===== config.mk =====
export PLATFORM = sky130hd
export DESIGN_NAME = armwu_queue
export DESIGN_NICKNAME = d
export VERILOG_FILES = /design/src/sv/armwu_pkg.sv /design/src/sv/armwu_queue.sv
export SDC_FILE = /design/constraint.sdc
export NUM_CORES = 1
export LEC_CHECK = 0
export BUFFER_PORTS_ARGS = -buffer_cell sky130_fd_sc_hd__buf_4
export CAP_MARGIN = 10
export CORE_MARGIN = 3
export CORE_UTILIZATION = 35
export DETAILED_ROUTE_END_ITERATION = 10
export GPL_TIMING_DRIVEN = 0
export PLACE_DENSITY = 0.59
export SLEW_MARGIN = 20
export SYNTH_ARGS = -nofsm -noshare
export SYNTH_HDL_FRONTEND = slang
export SYNTH_SLANG_ARGS = --single-unit

===== constraint.sdc =====
create_clock -name clk -period 10.4 [get_ports clk]
set_clock_uncertainty 0.1 [all_clocks]
set_input_delay 2.08 -clock clk [delete_from_list [all_inputs] [get_ports clk]]
set_output_delay 2.08 -clock clk [all_outputs]
set_load 0.005 [all_outputs]

===== src/sv/armwu_pkg.sv =====
// ----------------------------------------------------------------------------
// armwu_pkg
// Shared types and constants of the atomic read-modify-write unit.
// ----------------------------------------------------------------------------
package armwu_pkg;

  localparam int WORDS_DEFAULT = 256;
  localparam int DATA_W        = 64;
  localparam int HALF_W        = 32;
  localparam int INDEX_W       = 8;
  localparam int KIND_W        = 3;
  // power of two: queue pointers wrap by overflow
  localparam int QUEUE_DEPTH   = 2;

  typedef enum logic [KIND_W-1:0] {
    KIND_INC  = 3'd0,
    KIND_DEC  = 3'd1,
    KIND_XCHG = 3'd2,
    KIND_CAS  = 3'd3,
    KIND_FADD = 3'd4,
    KIND_AND  = 3'd5,
    KIND_OR   = 3'd6,
    KIND_XOR  = 3'd7
  } kind_t;

  typedef struct packed {
    logic [KIND_W-1:0]  kind;
    logic               wide;
    logic [INDEX_W-1:0] word_index;
    logic [DATA_W-1:0]  operand;
    logic [DATA_W-1:0]  compare_value;
  } req_t;

  typedef struct packed {
    logic [DATA_W-1:0] result_value;
    logic              written;
  } rsp_t;

  typedef struct packed {
    kind_t              kind;
    logic               wide;
    logic               hit;
    logic [INDEX_W-1:0] word_index;
    logic [DATA_W-1:0]  operand;
    logic [DATA_W-1:0]  compare_value;
  } work_t;

  typedef struct packed {
    logic full;
    logic empty;
  } queue_status_t;

  function automatic logic [DATA_W-1:0] width_mask(input logic wide);
    width_mask = wide ? {DATA_W{1'b1}} : {{(DATA_W-HALF_W){1'b0}}, {HALF_W{1'b1}}};
  endfunction

endpackage


===== src/sv/armwu_queue.sv =====
// ----------------------------------------------------------------------------
// armwu_queue
// Short FIFO between front and back ends.
// ----------------------------------------------------------------------------
module armwu_queue (
  input  logic                     clk,
  input  logic                     rst,
  input  logic                     push,
  input  armwu_pkg::work_t         push_item,
  input  logic                     pop,
  output armwu_pkg::work_t         head,
  output armwu_pkg::queue_status_t status
);

  localparam int PTR_W = (armwu_pkg::QUEUE_DEPTH > 1) ? $clog2(armwu_pkg::QUEUE_DEPTH) : 1;
  localparam int CNT_W = $clog2(armwu_pkg::QUEUE_DEPTH + 1);

  armwu_pkg::work_t slot [armwu_pkg::QUEUE_DEPTH];
  logic [PTR_W-1:0] wr_ptr;
  logic [PTR_W-1:0] rd_ptr;
  logic [CNT_W-1:0] count;

  assign head         = slot[rd_ptr];
  assign status.full  = count == CNT_W'(armwu_pkg::QUEUE_DEPTH);
  assign status.empty = count == '0;

  always_ff @(posedge clk) begin
    if (push) begin
      slot[wr_ptr] <= push_item;
    end
  end

  always_ff @(posedge clk) begin
    if (rst) begin
      wr_ptr <= '0;
      rd_ptr <= '0;
      count  <= '0;
    end else begin
      if (push) begin
        wr_ptr <= wr_ptr + PTR_W'(1);
      end
      if (pop) begin
        rd_ptr <= rd_ptr + PTR_W'(1);
      end
      count <= count + CNT_W'(push) - CNT_W'(pop);
    end
  end

  a_count_bound: assert property (@(posedge clk) disable iff (rst)
    count <= CNT_W'(armwu_pkg::QUEUE_DEPTH))
    else $error("queue count beyond depth");

  a_pop_nonempty: assert property (@(posedge clk) disable iff (rst)
    pop |-> count != '0)
    else $error("pop from empty queue");

  a_push_grows: assert property (@(posedge clk) disable iff (rst)
    (push && !pop) |=> count == $past(count) + CNT_W'(1))
    else $error("push lost");

endmodule


Yosys cells after proc, flatten, opt, wreduce, memory -nomap -nowiden:

Memories as Yosys holds them, arrays and structs flattened. A register that Yosys moved wholly into a read port is not among the register bits.
Index checks and enable logic that the tools add are counted.

* input bits: 145
* register bits after elaboration: 4
* memories: 1
* logic and storage cells: 14
* memory bits (writable): 282

Memories
* slot: depth 2, bits a word 141, read ports 1, clocked after memory_dff 1, wr ports 1, line armwu_queue.sv:18 `armwu_pkg::work_t slot [armwu_pkg::QUEUE_DEPTH];`

* reductions and logical operators: 1
* equality and inequality tests: 1
* mux-type cells: 4
* add/subtract/negate cells: 4

Operators by type and width (count)
* $mux W1: 4
* $add A1 B1 Y1 const B: 2
* $add A2 B1 Y2: 1
* $eq A2 B2 Y1 const B: 1
* $logic_not A2 Y1: 1
* $sub A2 B1 Y2: 1

Logic depth before layout (Yosys ltp):

* word-level depth: 3
* depth in mapped cells: 6
* mapped depth without buffers: 6

Worst setup path after synthesis:

No wires, ideal clock.

* kind: input to register
* start: input push
* end: memory slot[0][0] in the netlist's numbering (enable)
* buffers on the path: 0
* stages: 1
* setup time: 0.660 ns
* data arrival time: 8.183 ns
* path slack: 1.456 ns
* cell sequence: nor2b_1

* longest elaborated chain between the ends: 2

Ends and longest elaborated chain
* start: declaration: line armwu_queue.sv:8 `input logic push,`
* $mux W1: line armwu_queue.sv:28 `if (push) begin`
* $mux W1 (implied by the code): line armwu_queue.sv:29 `slot[wr_ptr] <= push_item;`
* end: declaration: line armwu_queue.sv:18

Every way passes these cells.

==> results.yml <==
worst_hold_path:
  hp-class: "reg -> reg"
floorplanning:
  ios: 288
  core_mm2: 0.0300
  initial_core_util_pct: 35.9
  die-area_mm2: 0.0329
  die_y_um: 181
  die_width_um: 181
  rows: 63
timing:
  slew_headroom_pct: 57.0
  hold_viol_final: 0
  tightestPinTransition_ns: 0.645
  setup_viol_count_final: 0
  maxSlewViolCount: 0
  post-route-period-util_pct: 39.0
  layout_setup_ws_ns: 6.34
  period_needed_ns: 4.06
  rsz0062_at_grt: "no"
  max_freq_mhz: 247
global_routing:
  antenna_found_initial: 1
  grt_pass1_wl_mm: 33.4
  overflow: 0
  grt_max_degree: 54
  grt_pass1_vias: 5824
  grtUsageTotal_pct: 12.8
detailed_routing:
  initialDrtViolationCount: 245
  viasPerCell: 4.51
  routedWlPerCell_um: 18.4
  num_vias: 5424
  drt.antenna.violating_nets: 0
  routed_wl_mm: 22.2
  drcViolationCount: 0
  drt-pass1-iter-count: 4
finish:
  most-common-layout-cells: "buf_4, edfxtp_1, mux2_4, mux2_2, clkbuf_16"
  final_nets: 936
  fillers: 2546
  drive_gt1_share_pct: 62.5
  final_util_pct: 49.2
  diodes: 0
  area_delta_synth_final_pct: 36.8
  instances_no_fill: 1203
  final_common_cell: "buf_4"
setup_path:
  setup.worst_path.end_class: "output port"
  worstPathMaxFanout: 10
  critical_path_arrival_ns: 1.88
  critical_path_class: "reg -> out"
  cp-start-kind: "flip-flop"
  rrSetupSlack_ns: 8.36
  cp.required_ns: 8.22
pwr:
  total_leakage_power_nw: 5.72
  power_density_mw_per_mm2: 195
  peakVddDrop_uv: 129
placement:
  gp_congestion: 0.732
  io_buffers: 287
  place_hpwl_mm: 15.8
  dpl.cell_count: 1146
  dpl_worst_slack_ns: 6.46
cts:
  cts_setup_buffers: 0
  insertion_delay_ns: 0.54
  numClockSinks: 287
  cts_tree: "done"
  clockBufferDepth: 3
  cts_hold_buf: 0
  path_clk_slew_ns: 0.06
  cts_buffers: 31
  htreeDepth: 1
  cts_resized: 0
  clockRootBuffer: "clkbuf_16"
synth:
  seq_area_frac_synth_pct: 79.6
  synth_cell_types: 14
  synth-seq-cells: 287
  yosysWarningCount: 0
  syn_inst: 460
  synth_area_per_cell_um2: 23.4
  synth_nets: 607
  syn_area_mm2: 0.0108
flow_run:
  cap_viol_max_count: 0
status:
  status: "completed"
[worst max-delay path, cell delays in order, from the launching register on]
cell and delay [ns]:
dfxtp_1 0.32, buf_6 0.13, buf_8 0.19, buf_6 0.21, mux2_4 0.31, buf_4 0.15
[synth_stat cells, drive strengths merged]
master  instances  area [um2]
xnor3           1        22.5
mux2          141        1930
xnor2           2        17.5
edfxtp        282        8470
ha              2        25.0
buf            16         153
nor2b           3        18.8
dfxtp           5         100
nor2            5        18.8
and2            1        6.26
inv             2        7.51
[report_power, final]
group	total (mW)	switching, mW	internal, mW
sequential	1.37	0.0172	1.35
clock	1.14	0.440	0.697
combinational	0.363	0.145	0.218
[path summary, 6_finish.rpt]
| kind | end | depth (start not counted) | startpoint |
|---|---|---|---|
| max | head[96] | 5 | flip-flop |
| min reg2reg | rd_ptr | 2 | rd_ptr |
| min | rd_ptr | 2 | rd_ptr |
| max reg2reg | slot[0][69] | 5 | wr_ptr |
[cells by family (layout without fill, tap and decap cells)]
logic type,Yosys count,count (layout),share of synthesized area (%)
DFF,287,287,79.6
muxes,141,141,17.9
buffers and inverters,18,371,1.49
and+or+nand+nor,9,9,0.407
xor gates and xnor gates,3,3,0.372
adders and majority gates,2,2,0.232
[registers in the layout, indices dropped and copies added, names as in the netlist, named ones only]
signal,cells
slot,282
count,2
rd_ptr,1
wr_ptr,1
[cell type report]
cell class / instances / area (um2) / share of cell area [%]
Sequential cell: 287 / 8570 / 58.2
Timing Repair Buffer: 296 / 2390 / 16.2
Multi-Input combinational cell: 155 / 2040 / 13.9
Clock buffer: 33 / 783 / 5.32
Tap cell: 390 / 488 / 3.31
Clock inverter: 24 / 297 / 2.01
Buffer: 16 / 153 / 1.04
Inverter: 2 / 7.51 / 0.0510
[metal layers]
layer  global-route usage, %  up-vias  share of wire (%)
li1                        -     2490                  -
met1                    15.5     2693                 39
met2                    21.8      199                 50
met3                    4.51       40                8.2
met4                    3.53        2                2.7
met5                       0        -              0.090
[metrics by stage]
step           hold WS [ns]  instance area (um2)  total power, mW  TNS (ns)
2_1_floorplan         0.380                10800             1.57         0
5_1_grt               0.451                14700             2.98         0
3_5_place_dp          0.424                13600             1.76         0
6_report              0.437                14700             2.87         0
3_3_place_gp          0.395                13400             1.75   -288.87
4_1_cts               0.439                14700             2.91         0
(Power assumes the default switching activity.)
